**config.mk**
```make
export PLATFORM = sky130hd
export DESIGN_NAME = mpmm_ctrl
export DESIGN_NICKNAME = d
export VERILOG_FILES = /design/src/hw/rtl/mpmm_pkg.sv /design/src/hw/rtl/mpmm_ctrl.sv
export SDC_FILE = /design/constraint.sdc
export NUM_CORES = 1
export LEC_CHECK = 0
export BUFFER_PORTS_ARGS = -buffer_cell sky130_fd_sc_hd__buf_2
export CORE_MARGIN = 5
export CORE_UTILIZATION = 45
export DETAILED_ROUTE_END_ITERATION = 8
export PLACE_DENSITY = 0.78
export SLEW_MARGIN = 25
export SYNTH_ARGS = -nofsm -noshare
export SYNTH_HDL_FRONTEND = slang
export SYNTH_SLANG_ARGS = --single-unit
```
**constraint.sdc**
```tcl
create_clock -name clk -period 2.45 [get_ports clk]
set_input_delay 0.245 -clock clk [delete_from_list [all_inputs] [get_ports clk]]
set_output_delay 0.245 -clock clk [all_outputs]
set_load 0.1 [all_outputs]
```
**src/hw/rtl/mpmm_pkg.sv**
```systemverilog
// ----------------------------------------------------------------------------
// mpmm_pkg
// Shared types, codes and defaults of the message-page mailbox matcher.
// ----------------------------------------------------------------------------
package mpmm_pkg;

	localparam int MAX_RANKS_DEF = 16;
	localparam int ENTRIES_DEF   = 10;
	localparam int PAGES_DEF     = 1024;

	localparam int RANK_W     = 4;
	localparam int TAG_W      = 16;
	localparam int ORD_W      = 12;
	localparam int PAGE_OUT_W = 10;
	localparam int ACT_W      = 5;
	localparam int ROW_BITS   = 32;

	localparam logic [ACT_W-1:0] ACT_RESET = 5'd16;

	localparam logic [1:0] OP_POST    = 2'd0;
	localparam logic [1:0] OP_TAKE    = 2'd1;
	localparam logic [1:0] OP_RELEASE = 2'd2;
	localparam logic [1:0] OP_UNUSED  = 2'd3;

	localparam logic [1:0] ST_OK       = 2'd0;
	localparam logic [1:0] ST_NO_PAGE  = 2'd1;
	localparam logic [1:0] ST_NO_TABLE = 2'd2;
	localparam logic [1:0] ST_NO_MATCH = 2'd3;

	typedef struct packed {
		logic [1:0]        operation;
		logic [RANK_W-1:0] receiver;
		logic [RANK_W-1:0] sender;
		logic [TAG_W-1:0]  tag;
		logic [ORD_W-1:0]  order_index;
	} req_t;

	typedef struct packed {
		logic [1:0]            status;
		logic [PAGE_OUT_W-1:0] page_index;
	} result_t;

	typedef struct packed {
		logic init;
		logic alloc_rd;
		logic alloc_upd;
		logic alloc_fin;
		logic put_rd;
		logic put_wr;
		logic put_tbl;
	} fl_cmd_t;

	typedef struct packed {
		logic any_full;
		logic any_empty;
	} fl_sts_t;

	typedef struct packed {
		logic init;
		logic load;
		logic walk_step;
		logic new_link;
		logic ins;
		logic scan_rd;
		logic scan_next;
		logic next_tbl;
		logic take_hit;
		logic rel_clr;
		logic rel_tbl;
	} tbl_cmd_t;

	typedef struct packed {
		logic has_head;
		logic walk_more;
		logic t_full;
		logic free_ok;
		logic slot_ok;
		logic ent_valid;
		logic last_ent;
		logic has_next;
		logic step_last;
		logic hit;
	} tbl_sts_t;

endpackage

```
**src/hw/rtl/mpmm_ctrl.sv**
```systemverilog
// ----------------------------------------------------------------------------
// mpmm_ctrl
// Request sequencer: steps the free list and the tables through post, take
// and release, and presents the result word.
// ----------------------------------------------------------------------------
module mpmm_ctrl (
	input  logic                clk,
	input  logic                arst_n,
	input  logic                start,
	input  logic [1:0]          op,
	output logic                busy,
	input  logic                cfg_valid,
	output logic                cfg_ready,
	input  mpmm_pkg::fl_sts_t   fl_sts,
	input  mpmm_pkg::tbl_sts_t  tbl_sts,
	output mpmm_pkg::fl_cmd_t   fl_cmd,
	output mpmm_pkg::tbl_cmd_t  tbl_cmd,
	output logic                done,
	output logic [1:0]          status,
	output logic                page_en
);

	typedef enum logic [14:0] {
		S_IDLE   = 15'h0001,
		S_A_RD   = 15'h0002,
		S_A_UPD  = 15'h0004,
		S_A_FIN  = 15'h0008,
		S_HEAD   = 15'h0010,
		S_P_WALK = 15'h0020,
		S_P_INS  = 15'h0040,
		S_T_CHK  = 15'h0080,
		S_T_CMP  = 15'h0100,
		S_T_ADV  = 15'h0200,
		S_R_CHK  = 15'h0400,
		S_R_ADV  = 15'h0800,
		S_PB_RD  = 15'h1000,
		S_PB_WR  = 15'h2000,
		S_DONE   = 15'h4000
	} state_t;

	state_t     state_q, state_n;
	logic [1:0] op_q, status_q, status_n;
	logic       is_rel;

	assign busy      = state_q != S_IDLE;
	assign cfg_ready = (state_q == S_IDLE) && !start;
	assign done      = state_q == S_DONE;
	assign status    = status_q;
	assign page_en   = (status_q == mpmm_pkg::ST_OK)
	                   && ((op_q == mpmm_pkg::OP_POST) || (op_q == mpmm_pkg::OP_TAKE));
	assign is_rel    = op_q == mpmm_pkg::OP_RELEASE;

	always_comb begin
		state_n  = state_q;
		status_n = status_q;
		fl_cmd   = '0;
		tbl_cmd  = '0;
		fl_cmd.init  = cfg_valid && cfg_ready;
		tbl_cmd.init = cfg_valid && cfg_ready;
		fl_cmd.put_tbl = op_q != mpmm_pkg::OP_POST;
		unique case (state_q)
			S_IDLE: begin
				if (start) begin
					tbl_cmd.load = 1'b1;
					status_n     = mpmm_pkg::ST_OK;
					if (op == mpmm_pkg::OP_POST) begin
						state_n = S_A_RD;
					end else if (op == mpmm_pkg::OP_TAKE || op == mpmm_pkg::OP_RELEASE) begin
						state_n = S_HEAD;
					end else begin
						state_n = S_DONE;
					end
				end
			end
			S_A_RD: begin
				if (!fl_sts.any_full) begin
					status_n = mpmm_pkg::ST_NO_PAGE;
					state_n  = S_DONE;
				end else begin
					fl_cmd.alloc_rd = 1'b1;
					state_n         = S_A_UPD;
				end
			end
			S_A_UPD: begin
				fl_cmd.alloc_upd = 1'b1;
				state_n          = S_A_FIN;
			end
			S_A_FIN: begin
				fl_cmd.alloc_fin = 1'b1;
				state_n          = S_HEAD;
			end
			S_HEAD: begin
				if (!tbl_sts.has_head) begin
					if (op_q == mpmm_pkg::OP_POST) begin
						status_n = mpmm_pkg::ST_NO_TABLE;
						state_n  = S_PB_RD;
					end else if (op_q == mpmm_pkg::OP_TAKE) begin
						status_n = mpmm_pkg::ST_NO_MATCH;
						state_n  = S_DONE;
					end else begin
						status_n = mpmm_pkg::ST_NO_TABLE;
						state_n  = S_DONE;
					end
				end else if (op_q == mpmm_pkg::OP_POST) begin
					state_n = S_P_WALK;
				end else if (op_q == mpmm_pkg::OP_TAKE) begin
					state_n = S_T_CHK;
				end else begin
					state_n = S_R_CHK;
				end
			end
			S_P_WALK: begin
				if (tbl_sts.walk_more) begin
					tbl_cmd.walk_step = 1'b1;
				end else if (tbl_sts.t_full) begin
					if (tbl_sts.free_ok) begin
						tbl_cmd.new_link = 1'b1;
						state_n          = S_P_INS;
					end else begin
						status_n = mpmm_pkg::ST_NO_TABLE;
						state_n  = S_PB_RD;
					end
				end else begin
					state_n = S_P_INS;
				end
			end
			S_P_INS: begin
				if (tbl_sts.slot_ok) begin
					tbl_cmd.ins = 1'b1;
					state_n     = S_DONE;
				end else begin
					status_n = mpmm_pkg::ST_NO_TABLE;
					state_n  = S_PB_RD;
				end
			end
			S_T_CHK: begin
				if (tbl_sts.ent_valid) begin
					tbl_cmd.scan_rd = 1'b1;
					state_n         = S_T_CMP;
				end else begin
					state_n = S_T_ADV;
				end
			end
			S_T_CMP: begin
				if (tbl_sts.hit) begin
					tbl_cmd.take_hit = 1'b1;
					state_n          = S_PB_RD;
				end else begin
					state_n = S_T_ADV;
				end
			end
			S_T_ADV: begin
				if (!tbl_sts.last_ent) begin
					tbl_cmd.scan_next = 1'b1;
					state_n           = S_T_CHK;
				end else if (tbl_sts.has_next && !tbl_sts.step_last) begin
					tbl_cmd.next_tbl = 1'b1;
					state_n          = S_T_CHK;
				end else begin
					status_n = mpmm_pkg::ST_NO_MATCH;
					state_n  = S_DONE;
				end
			end
			S_R_CHK: begin
				if (tbl_sts.ent_valid) begin
					tbl_cmd.scan_rd = 1'b1;
					tbl_cmd.rel_clr = 1'b1;
					state_n         = S_PB_RD;
				end else begin
					state_n = S_R_ADV;
				end
			end
			S_R_ADV: begin
				if (!tbl_sts.last_ent) begin
					tbl_cmd.scan_next = 1'b1;
					state_n           = S_R_CHK;
				end else begin
					tbl_cmd.rel_tbl = 1'b1;
					if (tbl_sts.has_next && !tbl_sts.step_last) begin
						state_n = S_R_CHK;
					end else begin
						state_n = S_DONE;
					end
				end
			end
			S_PB_RD: begin
				if (fl_sts.any_empty) begin
					fl_cmd.put_rd = 1'b1;
					state_n       = S_PB_WR;
				end else begin
					state_n = is_rel ? S_R_ADV : S_DONE;
				end
			end
			S_PB_WR: begin
				fl_cmd.put_wr = 1'b1;
				state_n       = is_rel ? S_R_ADV : S_DONE;
			end
			S_DONE: begin
				state_n = S_IDLE;
			end
			default: begin
				state_n = S_IDLE;
			end
		endcase
	end

	always_ff @(posedge clk or negedge arst_n) begin
		if (!arst_n) begin
			state_q  <= S_IDLE;
			op_q     <= mpmm_pkg::OP_POST;
			status_q <= mpmm_pkg::ST_OK;
		end else begin
			state_q  <= state_n;
			status_q <= status_n;
			if (state_q == S_IDLE && start) begin
				op_q <= op;
			end
		end
	end

endmodule

```
# Word-level counts from Yosys, hierarchy flattened
# Index checks and enable logic that the tools add are counted.
# op_classes
eq_ne	29
muxes	62
n_reduce_logical	18
# op_table
op	count
$mux 15	14
$pmux 15 s14	1
$mux 13	4
$mux 1	29
$mux 11	2
$mux 2	10
$ne 2x2->1 const B	9
$eq 15x1->1 const B	1
$eq 15x10->1 const B	1
$eq 15x11->1 const B	1
$eq 15x12->1 const B	1
$eq 15x13->1 const B	1
$eq 15x14->1 const B	1
$eq 15x15->1 const B	1
$eq 15x2->1 const B	1
$eq 15x3->1 const B	1
$eq 15x4->1 const B	1
$eq 15x5->1 const B	1
$eq 15x6->1 const B	1
$eq 15x7->1 const B	1
$eq 15x8->1 const B	1
$eq 15x9->1 const B	1
$ne 15x1->1 const B	1
$pmux 2 s6	1
12 further kinds	23
# word_totals
reg_bits	19
in_bits	18
output_inout_bits	24
elab_cells	112

# Depth between registers and ports, before layout
# logic_depth
word_depth	6
ltp_mapped	8
ltp_nobuf	6

# Worst setup path after synthesis
# OpenSTA, ideal clock, no wires.
# synth_path
kind	register to register
startpoint	reg state_q[6]
endpoint	reg state_q[6]
setup_ps	88
t_arrival_ps	4854
required_time_ps	2362
path_slack_ps	-2492
path_stages_with_launch	8
path_buffers	1
synth_period_minus_slack_ps	4942
path_cell_list	dfrtp_1 -> buf_6 -> nor4_4 -> nand2_1 -> nor4_1 -> nor3_1 -> and3_2 -> nor3b_1
# synth_via
elab_chain_cells	3
word_cells_on_any_way	18
cone_classes	16 x eq/ne; 1 x mux; 1 x reduce/logical
# synth_rtl
item	line_no	rtl
from (decl)	mpmm_ctrl.sv:41	state_t state_q, state_n;
from (signal assigned)	mpmm_ctrl.sv:213	state_q <= state_n;
$eq 15x6->1 or $eq 15x1->1 (tied branches)	mpmm_ctrl.sv:61	unique case (state_q)
$ne 2x2->1 (no line)	n/a	
$reduce_and 2->1 (no line)	n/a	
# Parallel ways exist; a longest one is shown, timed or not.
# A chain may end at the register's enable or synchronous reset.

==> out/qor.yml <==
antenna_left: 0
clk_path_buf_depth: 2
cts_tree: "yes"
cts_max_level: 1
grt_remaining_overflow: 0
drcViolationCount: 0
die_h_um: 68.03
worstPathRequired_ps: 2200
routedWlPerCell_um: 17.38
wl_mm: 5.180
dr.max_layer_used: "met4"
critPathCaptureType: "primary output"
n_antenna_cell: 0
m1WireLength_mm: 2.143
tightest_slew_ps: 596.0
dieArea_mm2: 0.004627
syn_inst: 177
clk_latency_ps: 310
start_util: 0.4577
grt_use_total: 0.2324
grt_first_pass_wirelength_mm: 8.038
ys_ff_latch: 19
wl_met2_mm: 2.594
peakVddDrop_uv: 1385
instances_no_fill: 298
yosys.area.top_type: "dfrtp_1"
dr.pass1.iters: 4
async_flop_share: 1.000
drive_gt1_frac: 0.5198
core_mm2: 0.003311
cap_violations: 0
cts_root_buf: "clkbuf_4"
fin_nets: 273
power.leakage_uw: 0.001132
max_freq_mhz: 396.8
failed_checks: "negative setup slack"
grt_pass1_vias: 1711
synth_flop_cell: "dfrtp_1"
start_kind: "flip-flop"
antenna_found_initial: 0
status: "finished with violations"
finalHoldViolations: 0
power_uw: 2920
syn_nets: 197
worstPathMaxFanout: 4
gp_congestion: 0.8941
area_delta_synth_final_pct: 64.33
viasPerCell: 5.775
min_period_ps: 2520
io_buffer_count: 41
routed-wl-met3_um: 373
slew_headroom: 0.5971
worstPathArrival_ps: 2280
synth-edff-count: 0
path_class: "reg2out"
rsz0062_at_grt: "true"
vias: 1721
n_fill_cell: 224
num_io_pins: 42
die_w_um: 68.03
final_util: 0.7521
first_iter_violations: 131
rows: 21
cts_buffers: 3
yosysSeqAreaShare: 0.3146
synth_area_per_cell_um2: 8.560
slew_viol_final: 0
hpwlAfterDp_mm: 3.598
yosysUniqueCellTypes: 48
yosysTopAreaCellShare: 0.2973
setup_viol: 7
period_share: 1.029
ys_top_cells_by_area: "dfrtp_1, nand2_1, nor2_1, nor4_4, and4b_1"
power-per-cell-area_mw_per_mm2: 1173
clk_pin_slew_ps: 110
yosysWarnings: 0
clkSinkCount: 19
synthesis.area_mm2: 0.001515
placed_cells: 273
grt_max_degree: 20
setup_slack_ps: -70.18
fin_skew_ps: 6.788
hp-class: "in2reg"
whs_ps: 185.9
-- layer usage --
metal / track usage / vias up
li1: - / 789
met1: 0.2949 / 842
met2: 0.3923 / 82
met3: 0.04105 / 8
met4: 0.08437 / 0
met5: 0 / -
-- synth_stat cells, types with 2 or more instances --
cell type / count
nand4_1: 3
mux2_1: 2
nand2b_1: 7
dfrtp_1: 18
nand3_1: 7
and3_2: 2
and3_1: 4
a22oi_1: 3
buf_6: 2
ha_1: 2
inv_1: 12
nor4_4: 3
nor4_1: 5
nand3_2: 2
xnor2_1: 3
nor2_1: 17
nor3b_1: 2
o21ai_0: 6
buf_4: 2
nand2_1: 17
clkbuf_1: 4
a21oi_1: 5
buf_2: 3
nor3_1: 7
and2_1: 5
nand3b_1: 2
o32ai_1: 2
and4b_1: 5
nor4b_1: 5
o22ai_1: 2
-- where the power goes --
group	leakage, uW	switching (uW)	internal, uW
Clock	0.0000177	104	61.1
Combinational	0.000858	1420	858
Sequential	0.000256	93.0	379
-- stage by stage --
stage | setup TNS [ps] | setup WS, ps | instance area (um^2)
6_report | -281.1 | -70.18 | 2490
5_1_grt | -898.2 | -138.3 | 2490
4_1_cts | -7.867 | -7.867 | 2396
3_5_place_dp | 0 | 21.68 | 2196
3_3_place_gp | 0 | 112.3 | 2196
2_1_floorplan | -1817 | -369.7 | 1647
-- worst max-delay path, cell delays in order (launching register included) --
cell and delay, ps:
dfrtp_2 430, buf_6 120, nor4_4 320, buf_4 190
and3_4 170, and4b_1 250, and2_4 180, or2_4 130
buf_12 160
-- layout by cell type, fill, tap and decap left out, types with 6 or more instances in the layout --
master,synthesis,layout
buf_4,2,37
buf_2,3,23
dfrtp_1,18,17
buf_12,0,16
nand2_1,17,15
nor2_1,17,14
inv_1,12,8
nand2b_1,7,7
nor4_4,3,6
o21ai_0,6,6
-- final timing paths --
kind                                          from                      end  slack (ps)  depth (start not counted)
min                                     tbl_sts[0]   state_q[9]$_DFFE_PN0P_         190                          2
min reg2reg                    op_q[1]$_DFFE_PN0P_      op_q[1]$_DFFE_PN0P_         590                          2
max                         state_q[3]$_DFFE_PN0P_               tbl_cmd[5]         -70                          8
max in group asynchronous                   arst_n   state_q[0]$_DFFE_PN1P_        1710                          2
min in group asynchronous                   arst_n  state_q[13]$_DFFE_PN0P_         400                          2
max reg2reg                state_q[11]$_DFFE_PN0P_    status[0]$_DFFE_PN0P_          70                          7
-- layout make-up --
cell class,instances,area (um^2),area share
clock buffers,3,22.52,0.009045
clock inverters,1,5.005,0.002010
inverters,12,48.80,0.01960
multi-input cells,135,1102,0.4427
flip-flops and latches,19,478.0,0.1920
well taps,46,57.56,0.02312
repair buffers,82,775.7,0.3116
-- registers in the layout, indices dropped and copies added, names as in the netlist --
| register | count |
|---|---|
| state_q | 15 |
| op_q | 2 |
| status | 2 |
-- cells by family (layout without fill, tap and decap cells) --
group / after synthesis / in the layout / share of synthesized area
simple gates: 100 / 100 / 0.4162
compound gates: 27 / 27 / 0.1404
buf+inv: 23 / 98 / 0.07431
flops: 19 / 19 / 0.3146
xor+xnor: 4 / 4 / 0.02313
fa+ha+maj: 2 / 2 / 0.01651
mux: 2 / 2 / 0.01486
-- timing repair --
action                     4_1_cts  5_1_grt
hold buffers                     1        0
setup buffers                   14        6
hold endpoints to repair        18        0
resized for setup               12       18
setup endpoints to repair        7       20
pin swaps                       12       12
Power figures use the tool's default switching activity.
